<file path="config.mk">
export PLATFORM = sky130hd
export DESIGN_NAME = tdpt_seq
export DESIGN_NICKNAME = d
export VERILOG_FILES = /design/src/hdl/tdpt_pkg.sv /design/src/hdl/tdpt_seq.sv
export SDC_FILE = /design/constraint.sdc
export NUM_CORES = 1
export LEC_CHECK = 0
export BUFFER_PORTS_ARGS = -buffer_cell sky130_fd_sc_hd__buf_2
export CAP_MARGIN = 20
export CORE_ASPECT_RATIO = 0.6
export CORE_MARGIN = 2
export CORE_UTILIZATION = 51
export CTS_CLUSTER_DIAMETER = 200
export DETAILED_ROUTE_END_ITERATION = 8
export GPL_ROUTABILITY_DRIVEN = 0
export PLACE_DENSITY_LB_ADDON = 0.12
export RECOVER_POWER = 100
export SYNTH_ARGS = -nofsm -noshare
export SYNTH_HDL_FRONTEND = slang
export SYNTH_SLANG_ARGS = --single-unit
</file>
<file path="constraint.sdc">
create_clock -name clk -period 7.1 [get_ports clk]
set_input_delay 1.42 -clock clk [delete_from_list [all_inputs] [get_ports clk]]
set_output_delay 1.42 -clock clk [all_outputs]
set_load 0.01 [all_outputs]
</file>
<file path="src/hdl/tdpt_pkg.sv">
// Shared types for the trial-division prime test.
// Holds the sequencer state enum and the divider control/status structs.
// No dependencies.
package tdpt_pkg;

    // Sequencer states
    typedef enum logic [1:0] {
        ST_IDLE,
        ST_START,
        ST_WAIT,
        ST_DONE
    } tdpt_state_t;

    // Sequencer to divider
    typedef struct packed {
        logic start;
    } tdpt_div_req_t;

    // Divider to sequencer
    typedef struct packed {
        logic busy;
        logic done;
    } tdpt_div_sts_t;

endpackage

</file>
<file path="src/hdl/tdpt_seq.sv">
// Sequencer for the trial-division prime test: input checks, divisor
// stepping, result register. Drives one tdpt_divider; uses tdpt_pkg.
module tdpt_seq
    import tdpt_pkg::*;
#(
    parameter int WIDTH = 32
)
(
    input  logic             clk,
    input  logic             rst_n,
    input  logic             in_valid,
    output logic             in_ready,
    input  logic [WIDTH-1:0] number,
    output logic             out_valid,
    input  logic             out_ready,
    output logic             is_prime,
    output tdpt_div_req_t    div_req,
    input  tdpt_div_sts_t    div_sts,
    output logic [WIDTH-2:0] dividend,
    output logic [WIDTH-2:0] divisor,
    input  logic [WIDTH-2:0] quotient,
    input  logic [WIDTH-2:0] remainder
);

    localparam int NW = WIDTH - 1;

    tdpt_state_t   state_reg;
    tdpt_state_t   state_next;
    logic [NW-1:0] n_reg;
    logic [NW-1:0] d_reg;
    logic          res_reg;
    logic          out_valid_reg;
    logic          out_bit_reg;

    logic          accept;
    logic          out_load;
    logic          neg;
    logic [NW-1:0] mag;
    logic          needs_search;
    logic          quick_res;
    logic          past_root;
    logic          stop;

    // Classify the incoming number
    assign neg          = number[WIDTH-1];
    assign mag          = number[NW-1:0];
    assign needs_search = !neg && mag[0] && (mag > NW'(1));
    assign quick_res    = !neg && (mag == NW'(2));
    assign accept       = in_valid && in_ready;

    // Trial outcome: divisor beyond the square root, or an exact divisor
    assign past_root = (d_reg > quotient);
    assign stop      = past_root || (remainder == '0);

    // Next state
    always_comb
    begin
        state_next = state_reg;
        unique case (state_reg)
            ST_IDLE:  if (accept) state_next = needs_search ? ST_START : ST_DONE;
            ST_START: state_next = ST_WAIT;
            ST_WAIT:  if (div_sts.done) state_next = stop ? ST_DONE : ST_START;
            ST_DONE:  if (out_load) state_next = ST_IDLE;
            default:  state_next = ST_IDLE;
        endcase
    end

    // State outputs
    always_comb
    begin
        in_ready      = 1'b0;
        div_req.start = 1'b0;
        out_load      = 1'b0;
        unique case (state_reg)
            ST_IDLE:  in_ready = 1'b1;
            ST_START: div_req.start = 1'b1;
            ST_WAIT:  ;
            ST_DONE:  out_load = !out_valid_reg || out_ready;
            default:  ;
        endcase
    end

    // Control registers
    always_ff @(posedge clk or negedge rst_n)
    begin
        if (!rst_n)
        begin
            state_reg     <= ST_IDLE;
            out_valid_reg <= 1'b0;
        end
        else
        begin
            state_reg <= state_next;
            if (out_load)
                out_valid_reg <= 1'b1;
            else if (out_ready)
                out_valid_reg <= 1'b0;
        end
    end

    // Working registers and result
    always_ff @(posedge clk)
    begin
        if (accept)
        begin
            n_reg   <= mag;
            d_reg   <= NW'(3);
            res_reg <= quick_res;
        end
        else if (state_reg == ST_WAIT && div_sts.done)
        begin
            if (stop)
                res_reg <= past_root;
            else
                d_reg <= d_reg + NW'(2);
        end
        if (out_load)
            out_bit_reg <= res_reg;
    end

    assign dividend  = n_reg;
    assign divisor   = d_reg;
    assign out_valid = out_valid_reg;
    assign is_prime  = out_bit_reg;

`ifndef SYNTHESIS
    a_one_at_a_time: assert property (@(posedge clk) disable iff (!rst_n)
        accept |=> !in_ready)
        else $error("request accepted twice in a row");

    a_odd_divisor: assert property (@(posedge clk) disable iff (!rst_n)
        (state_reg == ST_WAIT) |-> (d_reg[0] && d_reg >= NW'(3)))
        else $error("trial divisor not odd or below three");

    a_result_from_done: assert property (@(posedge clk) disable iff (!rst_n)
        $rose(out_valid_reg) |-> $past(state_reg == ST_DONE))
        else $error("result shown without a finished test");
`endif

endmodule

</file>
---- Word level (Yosys, flattened, before mapping) ----
Cells that the tools add are included.
operators by class
  reductions and logical operators ........ 17
  $mul .................................... 0
  magnitude comparators ................... 2
  shift-type cells ........................ 0
  mux-type cells .......................... 14
  bitwise gates (word level) .............. 1
  equal/unequal tests ..................... 7
  $add $sub $neg .......................... 1
  div/mod/pow operators ................... 0
operators by type and width
  operator               count
  $add 31x2->31 const B  1
  $eq 31x2->1 const B    1
  $gt 31x1->1 const B    1
  $gt 31x31->1           1
  $logic_not 31->1       1
  $mux 2                 5
  $mux 1                 8
  $pmux 2 s4             1
  $ne 2x2->1 const B     3
  $reduce_bool 2->1      3
  $logic_and 1x1->1      5
  $eq 2x2->1 const B     2
  $reduce_and 2->1       2
  $reduce_and 3->1       1
  $eq 2x1->1 const B     1
  $logic_not 1->1        2
  $logic_not 2->1        1
  $logic_or 1x1->1       2
  $not 1->1              1
word-level totals
  RAM bits ................................ 0
  ROM bits ................................ 0
  input bits .............................. 100
  memories kept ........................... 0
  output and inout bits ................... 66
  bits in latches ......................... 0
  logic and storage cells ................. 48
  bits in registers ....................... 67

---- Depth between registers and ports, before layout ----
Gate-level depths: netlist of run 1.
  word-level depth ........................ 6
  depth in mapped cells ................... 12
  depth with buffers taken out ............ 9

---- Worst setup path after synthesis of run 1 ----
Ideal clock, no wire load.
  path kind ............................... input to register
  start point ............................. input port quotient[5]
  end point ............................... register d_reg[29] (netlist: divisor[29])
  arrival time ............................ 3.731 ns
  path buffers ............................ 1
  stages .................................. 10
  library setup time ...................... 0.070 ns
  required time ........................... 7.030 ns
  path slack .............................. 3.299 ns
  cell sequence ........................... inv_1 ha_1 a21oi_2 a21boi_1 o31a_1 o31a_1 buf_6 or4_4 or4_1 a21oi_1
on the way
  cells in the longest elaborated chain, start to end .. 4
RTL lines
  element                            RTL line         RTL
  start: declaration                 tdpt_seq.sv:21   input logic [WIDTH-2:0] quotient,
  $gt 31x31->1                       tdpt_seq.sv:52   assign past_root = (d_reg > quotient);
  $logic_or 1x1->1                   tdpt_seq.sv:53   assign stop = past_root || (remainder == '0);
  $not 1->1 (no source line)         n/a
  $reduce_and 2->1 (no source line)  n/a
  end signal: assignment             tdpt_seq.sv:115  d_reg <= d_reg + NW'(2);
  end: declaration                   tdpt_seq.sv:30   logic [NW-1:0] d_reg;
No other way between the ends.
A chain may end at the register's enable or synchronous reset.

---- Final worst setup path of run 1 ----
  start point ............................. input port quotient[29]
  end point ............................... register d_reg[9] (netlist: divisor[9])
Same word-level chain as after synthesis.

==> flow_summary_export.csv, run 1 <==
group,metric,value,unit
run_status,status,"finished with violations",
run_status,violations,"max-capacitance violations, max-slew violations",
timing,skew,5.87,ps
placement,place_hpwl,7.93,mm
die,start_util,0.540,
clock_network,ctsHoldBuffers,0,
clock_network,clk_pin_slew_worst_paths,60,ps
yosys,synth_cell_types,52,
die,num_rows,23,
clock_network,cts_tree,"built",
detailed_routing,num_vias,3645,
job,maxCapViolations,1,
die,core,0.00682,mm2
detailed_routing,via_per_inst,5.66,
global_route,grt_pass1_vias,3506,
global_route,grt_max_degree,47,
timing,worst_slack,2140,ps
clock_network,cts_buffers,9,
placement,post-place-ws,2390,ps
yosys,synth_warnings,0,
timing,hold_ws,427,ps
yosys,syn_area,0.00368,mm2
critical_path,rrSetupSlack,2960,ps
finish,num-nets-final,683,
critical_path,reg2reg_depth,9,
timing,hold_viol,0,
yosys,syn_inst,388,
yosys,ys_ff_latch,66,
die,die_y,69.8,um
critical_path,crit_path_start_kind,"input port",
clock_network,cts_sinks,66,
timing,fin_crit_sh,0.699,
finish,fillers,571,
pwr,fin_total_pwr,1.26,mW
yosys,synth_top_cell_area_share,0.269,
placement,placed_cells,627,
yosys,avgSynthCellArea,9.49,um2
timing,fin_setup_tns,0,ps
yosys,async_flop_share,0.0455,
die,die-area,0.00794,mm2
yosys,synth_edf_count,33,
timing,worst_pin_slew,2370,ps
timing,max_freq,201,MHz
finish,largest_reg_flops,31,
hold_path,hold_path_depth,0,
yosys,synth.area.top_cells,"edfxtp_1, dfxtp_1, ha_1",
clock_network,cts_root_buf,"clkbuf_16",
critical_path,critPathMaxFanout,12,
clock_network,htree_levels,3,
placement,port_buffers,163,
yosys,yosys.area.top_type,"edfxtp_1",
timing,period_needed,4960,ps
clock_network,ctsLongestPathBuffers,2,
timing,drv_slew,47,
critical_path,endpoint_kind,"flop",
finish,syn_to_final_growth,30.5,%
die,die_x,114,um
detailed_routing,routed_wirelength,10.3,mm
finish,final_common_cell,"clkbuf_1",
pwr,peakVddDrop,0.137,mV
detailed_routing,drc_errors,0,
yosys,synth_nets,519,
timing,relSlewSlack,-0.577,
hold_path,hp-class,"reg2reg",
detailed_routing,drtIter0Drc,270,
detailed_routing,ant_nets,0,
yosys,ys.flop_type,"edfxtp_1",
critical_path,worstPathArrival,5070,ps
global_route,antenna_found_initial,0,
global_route,grt_first_pass_wirelength,16.6,mm
critical_path,cp_data_required_time,7210,ps
global_route,overflow,0,
die,ios,166,
finish,layout-drive-gt1-share,0.194,
detailed_routing,dr.pass1.iters,5,
global_route,grtUsageTotal,0.267,
timing,setup_viol,0,
timing,rsz0062_at_grt,"false",
finish,final_cell_mix,"clkbuf_1, buf_2, inv_1, edfxtp_1, a21oi_1",
yosys,ys_seq_area_frac,0.453,
pwr,p_leak,2.03,nW
pwr,p_per_area,263,mW/mm2
finish,antennaDiodeCount,0,
clock_network,clock_latency,330,ps
clock_network,post_cts_buffers,0,
detailed_routing,drt-wirelength-per-cell,16.0,um
finish,layoutNonFillerInstCount,644,
clock_network,cts.repair.resized,0,
critical_path,crit_type,"in2reg",
-- synth_stat cells (2+ instances only) --
library cell / count
nand4_2: 2
nand2b_1: 2
dfrtp_1: 3
nor4_1: 18
nand4b_1: 3
and3_1: 5
o21ai_0: 11
a21oi_1: 32
a31o_2: 5
xnor2_1: 6
nor3_1: 8
nand3_1: 18
nand2_1: 31
inv_1: 45
nand4bb_1: 3
o31ai_1: 9
or4_1: 6
or3_1: 2
or3b_2: 2
edfxtp_1: 33
o41ai_1: 5
and2_1: 3
buf_2: 2
or2_2: 2
ha_1: 31
nand4_1: 16
dfxtp_1: 30
nor2_1: 23
o31a_1: 2
clkbuf_1: 8
-- area by class of cell --
cell class                      count  area, um2  area share
Multi-Input combinational cell    264       1770       0.369
Sequential cell                    66       1670       0.347
Timing Repair Buffer              165        718       0.149
Clock buffer                        9        225      0.0469
Inverter                           46        173      0.0359
Clock inverter                      7        141      0.0294
Tap cell                           87        109      0.0227
-- critical path, cell delays in order --
cell and delay [ps]:
buf_2 70, inv_1 30, ha_1 310, nand4_1 260, nor4_1 760, nand3_1 250
o21a_1 300, nor3_1 890, clkbuf_1 480, a31o_2 240, a21oi_1 50
-- power by group --
| part | switching [mW] | leakage (nW) | internal (mW) |
|---|---|---|---|
| registers | 0.0333 | 0.584 | 0.464 |
| clock network | 0.166 | 0.176 | 0.378 |
| logic | 0.152 | 1.27 | 0.0723 |
-- metal layers --
metal	wire length, um	global-route usage
met5	0	0
met4	82	0.0799
met3	1070	0.0953
met2	4820	0.433
met1	4330	0.335
-- logic make-up (layout without fill, tap and decap cells) --
group,Yosys count,in the layout,synth area share
mux,1,1,0.00272
other cells,1,1,0.00102
flops,66,66,0.453
buf+inv,58,227,0.0629
compound gates,77,77,0.135
xor+xnor,6,6,0.0143
fa+ha+maj,31,31,0.105
simple gates,148,148,0.227
-- final timing paths --
path,startpoint,end
hold reg to reg,res_reg,is_prime
min in group asynchronous,rst_n,state_reg[0]
hold / removal,res_reg,is_prime
setup / recovery,quotient[29],divisor[9]
max in group asynchronous,rst_n,out_valid
setup reg to reg,divisor[29],divisor[9]
-- through the flow --
stage	utilization	cell area, um2
floorplan	-	3680
global placement	0.669	4560
detailed placement	0.669	4560
CTS	0.722	4930
global route	0.705	4810
finish	0.705	4810
Power figures use the tool's default switching activity.
==> inputs of run 2 (changes only) <==
- ABC_AREA: unset -> 1
- CORE_UTILIZATION: 51 -> 45
- clock period: 7.1 -> 4.24 ns (I/O delays scaled with it)
==> run 2 against run 1 <==
The run now ends clean; global-route usage down 3.1 points; final cell count up 33%; sequential power up 68%; sequential share of layout area down 3.8 points; critical path depth up 1; count of clock-buffer cells in the layout up 1; core utilization down 12 points; register-to-register slack worse by 1500 ps; worst setup slack worse by 900 ps; synthesized area up 17%; sequential cell count unchanged; hold slack worse by 110 ps; largest power group is now sequential cells.
==> flow_summary_export.csv, run 2 <==
group,metric,value,unit
finish,largest_reg_flops,31,
yosys,yosys.area.top_type,"edfxtp_1",
clock_network,htree_levels,3,
critical_path,cp_data_required_time,4440,ps
detailed_routing,ant_nets,0,
yosys,synth_edf_count,33,
timing,fin_crit_sh,0.708,
yosys,ys.flop_type,"edfxtp_1",
pwr,power_frac_comb,0.214,
global_route,grt_pass1_vias,3960,
pwr,p_leak,2.35,nW
global_route,overflow,0,
global_route,grt_max_degree,36,
timing,max_freq,333,MHz
critical_path,r2r_end,"divisor[4]",
critical_path,endpoint_kind,"flop",
timing,drv_slew,0,
pwr,internal_power,1.35,mW
yosys,synth_nets,690,
pwr,sw_frac_of_total,0.317,
finish,final_util,0.583,
clock_network,ctsHoldBuffers,0,
finish,fillers,898,
pwr,p_per_area,367,mW/mm2
timing,fin_setup_tns,0,ps
placement,place_hpwl,9.28,mm
critical_path,reg2reg_depth,11,
critical_path,crit_path_start_kind,"input port",
yosys,ys_ff_latch,66,
die,start_util,0.467,
yosys,syn_area,0.00433,mm2
critical_path,crit_start,"quotient[30]",
critical_path,rrSetupSlack,1470,ps
hold_path,hp-class,"in2async",
clock_network,cts_root_buf,"clkbuf_16",
die,core,0.00926,mm2
yosys,synth.most_common_cell,"nand2_1",
job,maxCapViolations,0,
pwr,p_switching,0.629,mW
detailed_routing,num_vias,4319,
detailed_routing,via_per_inst,5.05,
placement,placed_cells,839,
clock_network,cts_tree,"built",
finish,final_common_cell,"nand2_1",
clock_network,cts.repair.resized,0,
finish,syn_to_final_growth,24.8,%
global_route,grt_first_pass_wirelength,19.1,mm
yosys,synth_cell_types,37,
yosys,syn_inst,559,
finish,antennaDiodeCount,0,
die,die_x,131,um
detailed_routing,drc_errors,0,
die,die-area,0.0104,mm2
critical_path,worstPathArrival,3200,ps
timing,setup_viol,0,
finish,regArea,0.00167,mm2
finish,layout-drive-gt1-share,0.167,
critical_path,crit_type,"in2reg",
global_route,antenna_found_initial,0,
die,die_y,80.0,um
timing,relSlewSlack,0.367,
clock_network,cts_sinks,66,
placement,port_buffers,163,
detailed_routing,drtIter0Drc,358,
pwr,p_seq_frac,0.421,
pwr,peakVddDrop,0.216,mV
yosys,netlist_top_cells_count,"nand2_1, inv_1, nor2_1",
timing,hold_viol,0,
timing,worst_pin_slew,948,ps
critical_path,cp-endpoint,"divisor[4]",
clock_network,ctsLongestPathBuffers,2,
timing,rsz0062_at_grt,"false",
detailed_routing,drt-wirelength-per-cell,14.0,um
clock_network,clk_pin_slew_worst_paths,50,ps
global_route,grtUsageTotal,0.236,
finish,multi_input_area,0.00227,mm2
finish,layoutNonFillerInstCount,855,
yosys,avgSynthCellArea,7.74,um2
timing,period_needed,3000,ps
critical_path,critPathMaxFanout,33,
clock_network,cts_buffers,9,
clock_network,post_cts_buffers,0,
yosys,synth_top_cell_area_share,0.229,
clock_network,clock_latency,330,ps
yosys,ys_seq_area_frac,0.385,
yosys,synth_warnings,0,
yosys,async_flop_share,0.0455,
finish,num-nets-final,851,
yosys,synth.area.top_cells,"edfxtp_1, dfxtp_1, nand2_1",
critical_path,r2r-start,"divisor[18]",
finish,final_cell_mix,"nand2_1, clkbuf_1, buf_2, inv_1, nor2_1",
detailed_routing,routed_wirelength,12.0,mm
die,num_rows,27,
detailed_routing,dr.pass1.iters,5,
pwr,power_frac_clock,0.365,
die,ios,166,
run_status,status,"finished, final reports clean",
timing,skew,4.61,ps
## run 2: power by group through the flow
stage / clock, mW / sequential, mW / combinational (mW)
6_report: 0.724 / 0.834 / 0.424
5_1_grt: 0.766 / 0.844 / 0.474
4_1_cts: 0.732 / 0.832 / 0.452
3_5_place_dp: 0 / 0.844 / 0.450
3_3_place_gp: 0 / 0.840 / 0.440
2_1_floorplan: 0 / 0.869 / 0.239
## run 2: worst min-delay path by stage
stage	from	endpoint	slack, ps	depth (start not counted)
floorplan	res_reg	is_prime	400	0
global placement	res_reg	is_prime	410	0
detailed placement	res_reg	is_prime	400	0
CTS	rst_n	out_valid	300	1
global route	rst_n	out_valid	330	1
finish	rst_n	out_valid	320	1
## run 2: cell type report
type                    count  share of cell area
flip-flops and latches     66               0.309
well taps                 130              0.0301
multi-input cells         404               0.421
clock buffers              10              0.0424
inverters                  73              0.0507
repair buffers            166               0.136
clock inverters             6              0.0109
## run 2: cell families after synthesis
family | count (synthesis) | share of synthesized area
buffers and inverters | 89 | 0.0879
and+or+nand+nor | 309 | 0.340
other | 1 | 0.000867
DFF | 66 | 0.385
adders and majority gates | 31 | 0.0896
AOI/OAI and AO/OA | 48 | 0.0662
xor gates and xnor gates | 15 | 0.0304
## run 2: metrics by stage
step	worst slack [ps]	cell area, um2	power [mW]	hold WS, ps
CTS	1280	5520	2.02	302
finish	1240	5400	1.98	319
global placement	973	5240	1.28	410
global route	1030	5400	2.08	328
detailed placement	943	5240	1.29	405
floorplan	1640	4330	1.11	400
## run 2: critical path, stage by stage
cell and delay (ps):
buf_2 70, inv_1 30, ha_1 290, nand2_1 70
nor2_1 180, nand4_1 140, nor2_1 380, nand3b_1 190
nand2_4 340, nand3_4 380, nand2_1 170, a21oi_1 80
## run 2: layer usage
metal	part of all wire	global-route usage
met5	0	0
met4	0.0044	0.0383
met3	0.091	0.0764
met2	0.43	0.365
met1	0.48	0.327
